<file path="src/hw/rtl/grf_pkg.sv">
// Types and constants of the gradient rectangle fill compositor.
// No dependencies; used by the front, back and top modules and the checker.
package grf_pkg;

    // color channels, in the byte order of the packed colors
    localparam int CH       = 3;
    localparam int CH_BLUE  = 0;
    localparam int CH_GREEN = 1;
    localparam int CH_RED   = 2;

    localparam int IW = 10;          // row offset inside the rectangle
    localparam int QW = 18;          // gradient numerator and quotient
    localparam int DW = 11;          // gradient divisor (height - 1)

    localparam int QDEPTH     = 4;   // front-to-back queue entries
    localparam int PIPE_SLOTS = QDEPTH + QW + 4;

    // configuration port
    localparam int CFG_IW = 3;
    localparam int CFG_DW = 24;

    localparam logic [CFG_IW-1:0] REG_RECT_LEFT   = 3'd0;
    localparam logic [CFG_IW-1:0] REG_RECT_TOP    = 3'd1;
    localparam logic [CFG_IW-1:0] REG_RECT_WIDTH  = 3'd2;
    localparam logic [CFG_IW-1:0] REG_RECT_HEIGHT = 3'd3;
    localparam logic [CFG_IW-1:0] REG_COLOR_START = 3'd4;
    localparam logic [CFG_IW-1:0] REG_COLOR_END   = 3'd5;
    localparam logic [CFG_IW-1:0] REG_BLEND_ALPHA = 3'd6;
    localparam logic [CFG_IW-1:0] REG_GRADIENT_ON = 3'd7;

    localparam logic [7:0] ALPHA_OPAQUE = 8'd255;

    typedef struct packed {
        logic [11:0] rect_left;      // two's complement
        logic [11:0] rect_top;       // two's complement
        logic [10:0] rect_width;
        logic [10:0] rect_height;
        logic [23:0] color_start;
        logic [23:0] color_end;
        logic [7:0]  blend_alpha;
        logic        gradient_on;
    } cfg_t;

    // pixel payload carried down the back pipeline
    typedef struct packed {
        logic [CH-1:0][7:0] bg;
        logic [7:0]         bg_a;
        logic [CH-1:0][7:0] c1;
        logic               covered;
        logic               paint;   // covered and alpha nonzero
        logic               grad;    // gradient on and height above one
    } px_t;

    // classified item as queued between front and back
    typedef struct packed {
        px_t                px;
        logic [IW-1:0]      row_ofs;
        logic [CH-1:0]      diff_neg;
        logic [CH-1:0][7:0] diff_mag;
    } fe_t;

endpackage

</file>
<file path="src/hw/rtl/grf_fifo.sv">
// Small register queue between the front and back of the compositor.
// No package dependency; width and depth come in as parameters.
module grf_fifo #(
    parameter int WIDTH = 8,
    parameter int DEPTH = 4
) (
    input  logic             clk,
    input  logic             rst_n,
    input  logic             push,
    input  logic [WIDTH-1:0] wdata,
    input  logic             pop,
    output logic [WIDTH-1:0] rdata,
    output logic             full,
    output logic             empty
);

    localparam int PW = (DEPTH > 1) ? $clog2(DEPTH) : 1;
    localparam int CW = $clog2(DEPTH + 1);

    logic [WIDTH-1:0] entry_reg [DEPTH];
    logic [PW-1:0]    wr_ptr_reg;
    logic [PW-1:0]    rd_ptr_reg;
    logic [CW-1:0]    count_reg;

    function automatic logic [PW-1:0] ptr_inc(input logic [PW-1:0] p);
        ptr_inc = (p == PW'(DEPTH - 1)) ? '0 : p + 1'b1;
    endfunction

    assign rdata = entry_reg[rd_ptr_reg];
    assign full  = (count_reg == CW'(DEPTH));
    assign empty = (count_reg == '0);

    always_ff @(posedge clk or negedge rst_n)
    begin
        if (!rst_n)
        begin
            wr_ptr_reg <= '0;
            rd_ptr_reg <= '0;
            count_reg  <= '0;
        end
        else
        begin
            if (push)
            begin
                wr_ptr_reg <= ptr_inc(wr_ptr_reg);
            end
            if (pop)
            begin
                rd_ptr_reg <= ptr_inc(rd_ptr_reg);
            end
            if (push && !pop)
            begin
                count_reg <= count_reg + 1'b1;
            end
            else if (pop && !push)
            begin
                count_reg <= count_reg - 1'b1;
            end
        end
    end

    always_ff @(posedge clk)
    begin
        if (push)
        begin
            entry_reg[wr_ptr_reg] <= wdata;
        end
    end

endmodule

</file>
<file path="src/hw/rtl/grf_front.sv">
// Front end: takes pixel transactions, tests them against the clipped
// rectangle and prepares the gradient operands. Uses grf_pkg.
module grf_front #(
    parameter int SCREEN_WIDTH  = 800,
    parameter int SCREEN_HEIGHT = 600
) (
    input  grf_pkg::cfg_t  cfg,
    input  logic           in_valid,
    output logic           in_ready,
    input  logic [9:0]     pixel_col,
    input  logic [9:0]     pixel_row,
    input  logic [7:0]     bg_blue,
    input  logic [7:0]     bg_green,
    input  logic [7:0]     bg_red,
    input  logic [7:0]     bg_alpha,
    input  logic           q_full,
    output logic           q_push,
    output grf_pkg::fe_t   q_entry
);

    localparam logic [11:0] SW_L = 12'(SCREEN_WIDTH);
    localparam logic [11:0] SH_L = 12'(SCREEN_HEIGHT);

    logic signed [12:0] left_s, top_s, xend_s, yend_s, col_s, row_s;
    logic               in_x, in_y, cov;
    logic [8:0]         diff [grf_pkg::CH];

    assign in_ready = !q_full;
    assign q_push   = in_valid && !q_full;

    assign left_s = $signed({cfg.rect_left[11], cfg.rect_left});
    assign top_s  = $signed({cfg.rect_top[11], cfg.rect_top});
    assign xend_s = left_s + $signed({2'b00, cfg.rect_width});
    assign yend_s = top_s + $signed({2'b00, cfg.rect_height});
    assign col_s  = $signed({3'b000, pixel_col});
    assign row_s  = $signed({3'b000, pixel_row});

    // clipping at the screen origin is implied by the coordinates being unsigned
    assign in_x = (col_s >= left_s) && (col_s < xend_s) && ({2'b00, pixel_col} < SW_L);
    assign in_y = (row_s >= top_s) && (row_s < yend_s) && ({2'b00, pixel_row} < SH_L);
    assign cov  = in_x && in_y;

    always_comb
    begin
        q_entry.px.bg[grf_pkg::CH_BLUE]  = bg_blue;
        q_entry.px.bg[grf_pkg::CH_GREEN] = bg_green;
        q_entry.px.bg[grf_pkg::CH_RED]   = bg_red;
        q_entry.px.bg_a    = bg_alpha;
        q_entry.px.covered = cov;
        q_entry.px.paint   = cov && (cfg.blend_alpha != '0);
        q_entry.px.grad    = cfg.gradient_on && (cfg.rect_height > 11'd1);

        // offset from the clipped top row
        q_entry.row_ofs = cfg.rect_top[11] ? pixel_row : pixel_row - cfg.rect_top[9:0];

        for (int c = 0; c < grf_pkg::CH; c++)
        begin
            q_entry.px.c1[c]     = cfg.color_start[8*c +: 8];
            diff[c]              = {1'b0, cfg.color_end[8*c +: 8]}
                                 - {1'b0, cfg.color_start[8*c +: 8]};
            q_entry.diff_neg[c]  = diff[c][8];
            q_entry.diff_mag[c]  = diff[c][8] ? 8'(-diff[c]) : diff[c][7:0];
        end
    end

endmodule

</file>
<file path="src/hw/rtl/grf_back.sv">
// Back end: gradient product, pipelined restoring divide, blend and the
// output register. Uses grf_pkg; pops items from the front queue.
module grf_back (
    input  logic          clk,
    input  logic          rst_n,
    input  grf_pkg::cfg_t cfg,
    input  grf_pkg::fe_t  head,
    input  logic          head_valid,
    output logic          pop,
    output logic          out_valid,
    input  logic          out_ready,
    output logic [7:0]    out_blue,
    output logic [7:0]    out_green,
    output logic [7:0]    out_red,
    output logic [7:0]    out_alpha,
    output logic          covered
);

    localparam int CH = grf_pkg::CH;
    localparam int QW = grf_pkg::QW;
    localparam int DW = grf_pkg::DW;

    logic advance;
    logic [DW-1:0] div_d;

    // divide stages: index 0 holds the product, index QW the quotient
    logic [QW:0]                dv_valid_reg;
    grf_pkg::px_t               dv_px_reg  [QW+1];
    logic [CH-1:0]              dv_neg_reg [QW+1];
    logic [CH-1:0][DW-1:0]      dv_rem_reg [QW+1];
    logic [CH-1:0][QW-1:0]      dv_qn_reg  [QW+1];
    logic [CH-1:0][DW-1:0]      dv_rem_next [QW+1];
    logic [CH-1:0][QW-1:0]      dv_qn_next  [QW+1];
    logic [CH-1:0][DW:0]        dv_acc [QW+1];
    logic [CH-1:0]              dv_ge  [QW+1];

    logic                       col_valid_reg;
    grf_pkg::px_t               col_px_reg;
    logic [CH-1:0][7:0]         col_src_reg;
    logic [CH-1:0][7:0]         col_src_next;
    logic [CH-1:0][7:0]         grad_col;

    logic                       mul_valid_reg;
    grf_pkg::px_t               mul_px_reg;
    logic [CH-1:0][15:0]        mul_sum_reg;
    logic [CH-1:0][15:0]        mul_sum_next;

    logic                       out_valid_reg;
    logic [CH-1:0][7:0]         out_ch_reg;
    logic [CH-1:0][7:0]         out_ch_next;
    logic [7:0]                 out_alpha_reg;
    logic                       covered_reg;
    logic [CH-1:0][16:0]        div255;

    // whole pipeline moves together; it halts only while the result waits
    assign advance = !out_valid_reg || out_ready;
    assign pop     = advance && head_valid;
    assign div_d   = cfg.rect_height - 1'b1;

    always_comb
    begin
        for (int c = 0; c < CH; c++)
        begin
            dv_rem_next[0][c] = '0;
            dv_qn_next[0][c]  = QW'(head.diff_mag[c]) * QW'(head.row_ofs);
            dv_acc[0][c]      = '0;
            dv_ge[0][c]       = 1'b0;
        end
        // one quotient bit per stage
        for (int k = 1; k <= QW; k++)
        begin
            for (int c = 0; c < CH; c++)
            begin
                dv_acc[k][c] = {dv_rem_reg[k-1][c], dv_qn_reg[k-1][c][QW-1]};
                dv_ge[k][c]  = dv_acc[k][c] >= {1'b0, div_d};
                dv_rem_next[k][c] = dv_ge[k][c] ? DW'(dv_acc[k][c] - {1'b0, div_d})
                                                : dv_acc[k][c][DW-1:0];
                dv_qn_next[k][c]  = {dv_qn_reg[k-1][c][QW-2:0], dv_ge[k][c]};
            end
        end
    end

    always_comb
    begin
        for (int c = 0; c < CH; c++)
        begin
            // apply the sign after dividing the magnitude: truncation toward zero
            grad_col[c] = dv_neg_reg[QW][c]
                        ? dv_px_reg[QW].c1[c] - dv_qn_reg[QW][c][7:0]
                        : dv_px_reg[QW].c1[c] + dv_qn_reg[QW][c][7:0];
            col_src_next[c] = dv_px_reg[QW].grad ? grad_col[c] : dv_px_reg[QW].c1[c];

            mul_sum_next[c] = 16'(col_src_reg[c]) * 16'(cfg.blend_alpha)
                            + 16'(col_px_reg.bg[c]) * 16'(8'd255 - cfg.blend_alpha);

            // floor(x / 255) for x below 255 * 256
            div255[c] = 17'(mul_sum_reg[c]) + 17'(mul_sum_reg[c] >> 8) + 17'd1;
            out_ch_next[c] = mul_px_reg.paint ? div255[c][15:8] : mul_px_reg.bg[c];
        end
    end

    always_ff @(posedge clk or negedge rst_n)
    begin
        if (!rst_n)
        begin
            dv_valid_reg  <= '0;
            col_valid_reg <= 1'b0;
            mul_valid_reg <= 1'b0;
            out_valid_reg <= 1'b0;
        end
        else if (advance)
        begin
            dv_valid_reg  <= {dv_valid_reg[QW-1:0], head_valid};
            col_valid_reg <= dv_valid_reg[QW];
            mul_valid_reg <= col_valid_reg;
            out_valid_reg <= mul_valid_reg;
        end
    end

    always_ff @(posedge clk)
    begin
        if (advance)
        begin
            dv_px_reg[0]  <= head.px;
            dv_neg_reg[0] <= head.diff_neg;
            for (int k = 0; k <= QW; k++)
            begin
                dv_rem_reg[k] <= dv_rem_next[k];
                dv_qn_reg[k]  <= dv_qn_next[k];
            end
            for (int k = 1; k <= QW; k++)
            begin
                dv_px_reg[k]  <= dv_px_reg[k-1];
                dv_neg_reg[k] <= dv_neg_reg[k-1];
            end
            col_px_reg    <= dv_px_reg[QW];
            col_src_reg   <= col_src_next;
            mul_px_reg    <= col_px_reg;
            mul_sum_reg   <= mul_sum_next;
            out_ch_reg    <= out_ch_next;
            out_alpha_reg <= mul_px_reg.paint ? grf_pkg::ALPHA_OPAQUE : mul_px_reg.bg_a;
            covered_reg   <= mul_px_reg.covered;
        end
    end

    assign out_valid = out_valid_reg;
    assign out_blue  = out_ch_reg[grf_pkg::CH_BLUE];
    assign out_green = out_ch_reg[grf_pkg::CH_GREEN];
    assign out_red   = out_ch_reg[grf_pkg::CH_RED];
    assign out_alpha = out_alpha_reg;
    assign covered   = covered_reg;

endmodule

</file>
<file path="src/hw/rtl/gradient_rect_alpha_fill_core.sv">
// Top level of the gradient rectangle alpha-fill compositor.
// Depends on grf_pkg, grf_front, grf_fifo and grf_back.
//
// Streams screen pixels, one transaction per clock while the front queue has
// room, and alpha-blends a solid or vertically graded fill color onto each
// pixel that lies in the configured rectangle after clipping to SCREEN_WIDTH x
// SCREEN_HEIGHT; other pixels pass unchanged. Sustained rate is one pixel per
// clock while the output is not stalled, with no state between pixels. A
// pixel goes through the four-entry front queue into the gradient product
// register, then through the divide by (height - 1), which retires one
// quotient bit per stage, then through the color, blend-multiply and output
// register stages.
// A waiting result stalls the back pipeline; the front queue keeps taking
// pixels until its four entries are full. Configuration registers are
// written through cfg_write/cfg_index/cfg_data and should only change while
// no pixel is in flight.
module gradient_rect_alpha_fill_core #(
    parameter int SCREEN_WIDTH  = 800,
    parameter int SCREEN_HEIGHT = 600
) (
    input  logic                        clk,
    input  logic                        rst_n,
    // configuration write port
    input  logic                        cfg_write,
    input  logic [grf_pkg::CFG_IW-1:0]  cfg_index,
    input  logic [grf_pkg::CFG_DW-1:0]  cfg_data,
    // pixel input
    input  logic                        in_valid,
    output logic                        in_ready,
    input  logic [9:0]                  pixel_col,
    input  logic [9:0]                  pixel_row,
    input  logic [7:0]                  bg_blue,
    input  logic [7:0]                  bg_green,
    input  logic [7:0]                  bg_red,
    input  logic [7:0]                  bg_alpha,
    // pixel result
    output logic                        out_valid,
    input  logic                        out_ready,
    output logic [7:0]                  out_blue,
    output logic [7:0]                  out_green,
    output logic [7:0]                  out_red,
    output logic [7:0]                  out_alpha,
    output logic                        covered
);

    grf_pkg::cfg_t cfg_reg;
    grf_pkg::fe_t  q_wdata;
    grf_pkg::fe_t  q_rdata;
    logic          q_push;
    logic          q_pop;
    logic          q_full;
    logic          q_empty;

    // Configuration registers; blend alpha comes up opaque.
    always_ff @(posedge clk or negedge rst_n)
    begin
        if (!rst_n)
        begin
            cfg_reg.rect_left   <= '0;
            cfg_reg.rect_top    <= '0;
            cfg_reg.rect_width  <= '0;
            cfg_reg.rect_height <= '0;
            cfg_reg.color_start <= '0;
            cfg_reg.color_end   <= '0;
            cfg_reg.blend_alpha <= grf_pkg::ALPHA_OPAQUE;
            cfg_reg.gradient_on <= 1'b0;
        end
        else if (cfg_write)
        begin
            case (cfg_index)
                grf_pkg::REG_RECT_LEFT:   cfg_reg.rect_left   <= cfg_data[11:0];
                grf_pkg::REG_RECT_TOP:    cfg_reg.rect_top    <= cfg_data[11:0];
                grf_pkg::REG_RECT_WIDTH:  cfg_reg.rect_width  <= cfg_data[10:0];
                grf_pkg::REG_RECT_HEIGHT: cfg_reg.rect_height <= cfg_data[10:0];
                grf_pkg::REG_COLOR_START: cfg_reg.color_start <= cfg_data[23:0];
                grf_pkg::REG_COLOR_END:   cfg_reg.color_end   <= cfg_data[23:0];
                grf_pkg::REG_BLEND_ALPHA: cfg_reg.blend_alpha <= cfg_data[7:0];
                grf_pkg::REG_GRADIENT_ON: cfg_reg.gradient_on <= cfg_data[0];
                default:
                begin
                end
            endcase
        end
    end

    // Classify each pixel on accept: coverage, paint decision, gradient operands.
    grf_front #(
        .SCREEN_WIDTH  (SCREEN_WIDTH),
        .SCREEN_HEIGHT (SCREEN_HEIGHT)
    ) u_front (
        .cfg       (cfg_reg),
        .in_valid  (in_valid),
        .in_ready  (in_ready),
        .pixel_col (pixel_col),
        .pixel_row (pixel_row),
        .bg_blue   (bg_blue),
        .bg_green  (bg_green),
        .bg_red    (bg_red),
        .bg_alpha  (bg_alpha),
        .q_full    (q_full),
        .q_push    (q_push),
        .q_entry   (q_wdata)
    );

    // Decouple input acceptance from output stalls.
    grf_fifo #(
        .WIDTH ($bits(grf_pkg::fe_t)),
        .DEPTH (grf_pkg::QDEPTH)
    ) u_queue (
        .clk   (clk),
        .rst_n (rst_n),
        .push  (q_push),
        .wdata (q_wdata),
        .pop   (q_pop),
        .rdata (q_rdata),
        .full  (q_full),
        .empty (q_empty)
    );

    // Gradient divide, blend and output register.
    grf_back u_back (
        .clk        (clk),
        .rst_n      (rst_n),
        .cfg        (cfg_reg),
        .head       (q_rdata),
        .head_valid (!q_empty),
        .pop        (q_pop),
        .out_valid  (out_valid),
        .out_ready  (out_ready),
        .out_blue   (out_blue),
        .out_green  (out_green),
        .out_red    (out_red),
        .out_alpha  (out_alpha),
        .covered    (covered)
    );

endmodule

</file>
<file path="config.mk">
export PLATFORM = sky130hd
export DESIGN_NAME = gradient_rect_alpha_fill_core
export DESIGN_NICKNAME = d
export VERILOG_FILES = /design/src/hw/rtl/grf_pkg.sv /design/src/hw/rtl/grf_fifo.sv /design/src/hw/rtl/grf_front.sv /design/src/hw/rtl/grf_back.sv /design/src/hw/rtl/gradient_rect_alpha_fill_core.sv
export SDC_FILE = /design/constraint.sdc
export NUM_CORES = 2
export LEC_CHECK = 0
export BUFFER_PORTS_ARGS = -buffer_cell sky130_fd_sc_hd__buf_2
export CAP_MARGIN = 25
export CELL_PAD_IN_SITES_DETAIL_PLACEMENT = 0
export CELL_PAD_IN_SITES_GLOBAL_PLACEMENT = 1
export CORE_ASPECT_RATIO = 0.6
export CORE_MARGIN = 2
export CORE_UTILIZATION = 25
export CTS_BUF_LIST = sky130_fd_sc_hd__clkbuf_16
export DETAILED_ROUTE_END_ITERATION = 16
export GPL_ROUTABILITY_DRIVEN = 0
export MAX_ROUTING_LAYER = met4
export PLACE_DENSITY = 0.53
export REMOVE_ABC_BUFFERS = 1
export SYNTH_ARGS = -nofsm -noshare
export SYNTH_HDL_FRONTEND = slang
export SYNTH_SLANG_ARGS = --single-unit
export TNS_END_PERCENT = 50
</file>
<file path="constraint.sdc">
create_clock -name clk -period 112.9 [get_ports clk]
set_input_delay 22.58 -clock clk [delete_from_list [all_inputs] [get_ports clk]]
set_output_delay 22.58 -clock clk [all_outputs]
set_load 0.02 [all_outputs]
</file>
; Word-level counts from Yosys, hierarchy flattened
; Memory sizes are Yosys's and may differ from the RTL's.
; Cells that the tools add are included.
[word_totals]
reg_bits = 305
latch_bits = 0
ram_bits = 3215
rom_bits = 0
inputBits = 84
output_inout_bits = 35
elab_cells = 311
memories = 5
[memory_table]
columns = memory, depth, word_bits, rd, rd_ports_with_merged_regs, wr, line
row1 = u_back.dv_px_reg, 19, 59, 19, 0, 19, grf_back.sv:28  ; grf_pkg::px_t dv_px_reg [QW+1];
row2 = u_back.dv_qn_reg, 19, 54, 19, 0, 19, grf_back.sv:31  ; logic [CH-1:0][QW-1:0] dv_qn_reg [QW+1];
row3 = u_back.dv_rem_reg, 19, 33, 18, 0, 19, grf_back.sv:30  ; logic [CH-1:0][DW-1:0] dv_rem_reg [QW+1];
row4 = u_queue.entry_reg, 4, 96, 1, 0, 1, grf_fifo.sv:20  ; logic [WIDTH-1:0] entry_reg [DEPTH];
row5 = u_back.dv_neg_reg, 19, 3, 19, 0, 19, grf_back.sv:29  ; logic [CH-1:0] dv_neg_reg [QW+1];
[op_classes]
addsub = 84
multipliers = 9
div = 0
n_lt_le_gt_ge = 61
eq_ne = 10
n_shift = 0
n_mux = 75
n_bitwise = 0
n_reduce_logical = 29
[ops]
columns = op, count
row1 = $ge 12x11->1, 54
row2 = $mux 11, 54
row3 = $sub 11x11->11, 54
row4 = $mux 8, 12
row5 = $mul 8x10->18, 3
row6 = $add 16x1->16 const B, 3
row7 = $add 16x16->16, 3
row8 = $add 16x8->16, 3
row9 = $mul 8x16->16, 3
row10 = $mul 8x8->16, 3
row11 = $sub 8x8->9, 3
row12 = $add 12x12->13, 2
row13 = $lt 11x13->1, 2
row14 = $add 8x8->8, 3
row15 = $ge 11x12->1, 2
row16 = $neg 8->8, 3
row17 = $sub 8x8->8, 3
row18 = $lt 10x10->1 const B, 2
row19 = $reduce_and 2->1, 8
row20 = $eq 3x3->1 const B, 5
row21 = $gt 11x1->1 const B, 1
row22 = $logic_and 1x1->1, 11
row23 = $sub 11x1->11 const B, 1
row24 = $mux 10, 1
row25 = 16 further kinds, 29

; Longest topological paths before layout
[depth]
ltp_word = 7
depth_mapped = 22
mapped_depth_nobuf = 20

; By module
; Synthesis repeated with hierarchy kept, for this count alone.
[unflattened]
cells_unflattened = 10566
area_unflattened_um2 = 152398.7
[modules_own_cells]
columns = mod, instances, cells_per_inst, area_per_inst_um2, seq_area_each_um2
row1 = grf_back, 1, 9205, 129984.7, 76613.5
row2 = grf_fifo, 1, 539, 14261.2, 11706.2
row3 = grf_front, 1, 595, 4215.3, 0.0
row4 = gradient_rect_alpha_fill_core, 1, 227, 3937.5, 2587.5

; Least setup slack after synthesis
; Ideal clock, no wire load.
[synth_timing]
kind = input to register
from = input port out_ready
to = register u_back.dv_valid_reg[11]
setup_time_ns = 0.263
t_arrival_ns = 99.526
t_required_ns = 112.637
slack_ns = 13.111
cell_stages = 4
n_path_buf = 2
path_cell_list = nand2b_1 clkbuf_1 clkbuf_1 mux2_2
[synth_between]
elab_chain_cells = 1
[synth_rtl]
columns = item, line
row1 = "start, declared", gradient_rect_alpha_fill_core.sv:38  ; input logic out_ready,
row2 = $logic_or 1x1->1, grf_back.sv:56  ; assign advance = !out_valid_reg || out_ready;
row3 = "end signal, assigned", grf_back.sv:113  ; dv_valid_reg <= {dv_valid_reg[QW-1:0], head_valid};
row4 = "end, declared", grf_back.sv:27  ; logic [QW:0] dv_valid_reg;
; Every way passes these cells.
; A chain may end at the register's enable or synchronous reset.

==> out/qor.csv <==
metric,value,unit
outcome,"finished, final reports clean",
crit start category,input port,
via count of the first global-routing pass,80300,
RSZ-0062 raised after global routing,false,
"Data required, critical path",113420,ps
Synth Register Bits,3049,
count of buffers from port buffering,118,
"Hold Violations, Final",0,
final WL,356000,um
critical path peak fanout,72,
Final #Nets,12300,
Post-synth top flop,edfxtp_1,
Fmax,0.0363,GHz
Yosys Warn Count,0,
Worst Hold Endpoint,u_back.dv_px_reg[9][32],
fin worst setup slack,85370,ps
register clock-pin slew on the reported worst setup and hold paths,60,ps
GR Util All Layers,11.7,%
Final Slew Violations,0,
vias,80500,
initial DRC count,6551,
sequential fraction of the synthesis area,59.8,%
hold path start,u_back.dv_px_reg[8][32],
final core occ,28.6,%
Syn Area/Cell,14.7,um^2
Setup TNS Final,0,ps
Via density,4.23,
unique cell type count in the Yosys netlist,86,
"Arr. time, crit path",28050,ps
CP cell instances,buf_2 > nand2b_4 > buf_4 > buf_4 > buf_4 > buf_4 > buf_4 > buf_4,
RR Endpoint,u_back.mul_sum_reg[47],
clock skew,50.9,ps
share of cells above drive strength 1,11.8,%
final worst-path cycle share,24.4,%
worst r2r src,cfg_reg[3],
relative slew slack,27.4,%
die height,608,um
Hold Crit Depth,0,
hpwl dp,249000,um
Post-synth EDFFs,2917,
dpl ws,84280,ps
critical path's top delay family,buffers and inverters,
WS Path Type,input port to flip-flop,
CTS tree,built,
global route total overflow,0,
FF-to-FF setup slack,105660,ps
Post-DRT Antenna Nets,0,
router iterations before antenna repair,5,
Largest register FFs,1121,
htree depth,5,
Horiz. Die Dim,1010,um
Area Growth Syn to Fin,13.7,%
CTS Buf Count,287,
drt wl/cell,18.7,um
Starting Density,25.1,%
CP max stage cell,buf_4,
Syn Inst Count,10400,
PostCTS Resize Cnt,0,
Final setup viols,0,
critical path capture point type,flip-flop,
CORE AREA,605000,um^2
fin crit period,27530,ps
Site Rows,221,
"most used cell, CP",buf_4,
Max clock buf depth,4,
"Hold-fix buffers, CTS",0,
initial antenna violation count,62,
Hold Crit Class,flip-flop to flip-flop,
R2R cell count,18,
largest net degree at the start of global routing,148,
DRC viols,0,
Worst Max-Slew Pin Slew,1090,ps
clock latency on the worst-skew pair,920,ps
WP buf/inv,7,
clock sinks,3049,
CP peak stage delay,830,ps
Synth async-reset ratio,4.33,%
number of setup buffers added after CTS,0,
WHS,387,ps
Max Cap Viol,0,
full die area,614000,um^2
global-route wire length before repair,535000,um
Root Buffer Master,clkbuf_16,
Mapped Area,152000,um^2
# IOs,119,
## area by class of cell
class	count	area, um^2
Clock buffer	288	7210
Tap cell	8028	10000
Antenna cell	15	37.5
Multi-Input combinational cell	6158	56800
Inverter	1002	3760
Timing Repair Buffer	248	1680
Sequential cell	3049	90900
Clock inverter	232	2420
Fill cell	60400	432000
## Yosys cell counts (79+ instances only)
library cell / n / area (um^2)
nor2b_1: 242 / 1510
inv_1: 1002 / 3760
mux2_2: 434 / 4890
a21oi_1: 369 / 1850
xnor2_1: 388 / 3400
mux2_1: 139 / 1570
and2_1: 232 / 1450
nor3_1: 208 / 1040
nand4_1: 120 / 751
nand2b_1: 86 / 538
edfxtp_1: 2917 / 87600
nand2_1: 484 / 1820
mux4_2: 96 / 2160
o21ai_0: 153 / 766
dfrtp_1: 124 / 3100
xor2_1: 198 / 1730
nor2_1: 226 / 848
fa_1: 490 / 9810
ha_1: 1007 / 12600
clkbuf_1: 95 / 357
a21o_1: 280 / 2100
a211oi_1: 92 / 691
nand3_1: 79 / 395
## layer usage
| metal | global-route usage [%] | part of all wire, % |
|---|---|---|
| met1 | 19.0 | 55 |
| met2 | 14.9 | 37 |
| met3 | 1.78 | 4.8 |
| met4 | 2.51 | 2.4 |
| met5 | - | 0 |
## worst max path at each step
stage,from,end,slack [ps],depth (start not counted)
CTS,out_ready,u_back.dv_qn_reg[0][19],85290,8
global placement,out_ready,u_back.dv_qn_reg[3][25],84300,8
detailed placement,out_ready,u_back.dv_qn_reg[4][26],84280,8
global route,out_ready,u_back.dv_qn_reg[1][24],84880,8
finish,out_ready,u_back.dv_qn_reg[1][24],85370,8
floorplan,out_ready,u_back.col_valid_reg,22000,2
## stage by stage
| step | instance area [um^2] | std cells |
|---|---|---|
| after floorplan | 151000 | 10200 |
| after global placement | 163000 | 18500 |
| after detailed placement | 163000 | 18500 |
| after CTS | 173000 | 19000 |
| after global routing | 173000 | 19000 |
| final | 173000 | 19000 |
## layout by cell type (no fill, tap or decap), drive strengths merged, types with 96 or more instances in the layout
cell,n
a21o,280
a21oi,388
and2,233
buf,248
clkbuf,288
clkinv,101
dfrtp,124
edfxtp,2917
fa,490
ha,1007
inv,1074
mux2,573
mux4,96
nand2,487
nand4,120
nor2,226
nor2b,242
nor3,208
o21ai,227
xnor2,388
xor2,198
## logic make-up (layout without fill, tap and decap cells)
family	after synthesis	in the layout	synth area share, %
flops	3049	3049	59.8
compound gates	1465	1465	6.60
buf+inv	1166	1770	2.94
other cells	1	18	0.00247
mux	744	744	6.16
xor+xnor	586	586	3.38
simple gates	1863	1863	6.35
fa+ha+maj	1497	1497	14.7
Power is left out: the tool's default activity adds up to more than one toggle a clock period on the data nets, which glitch-free logic cannot reach.
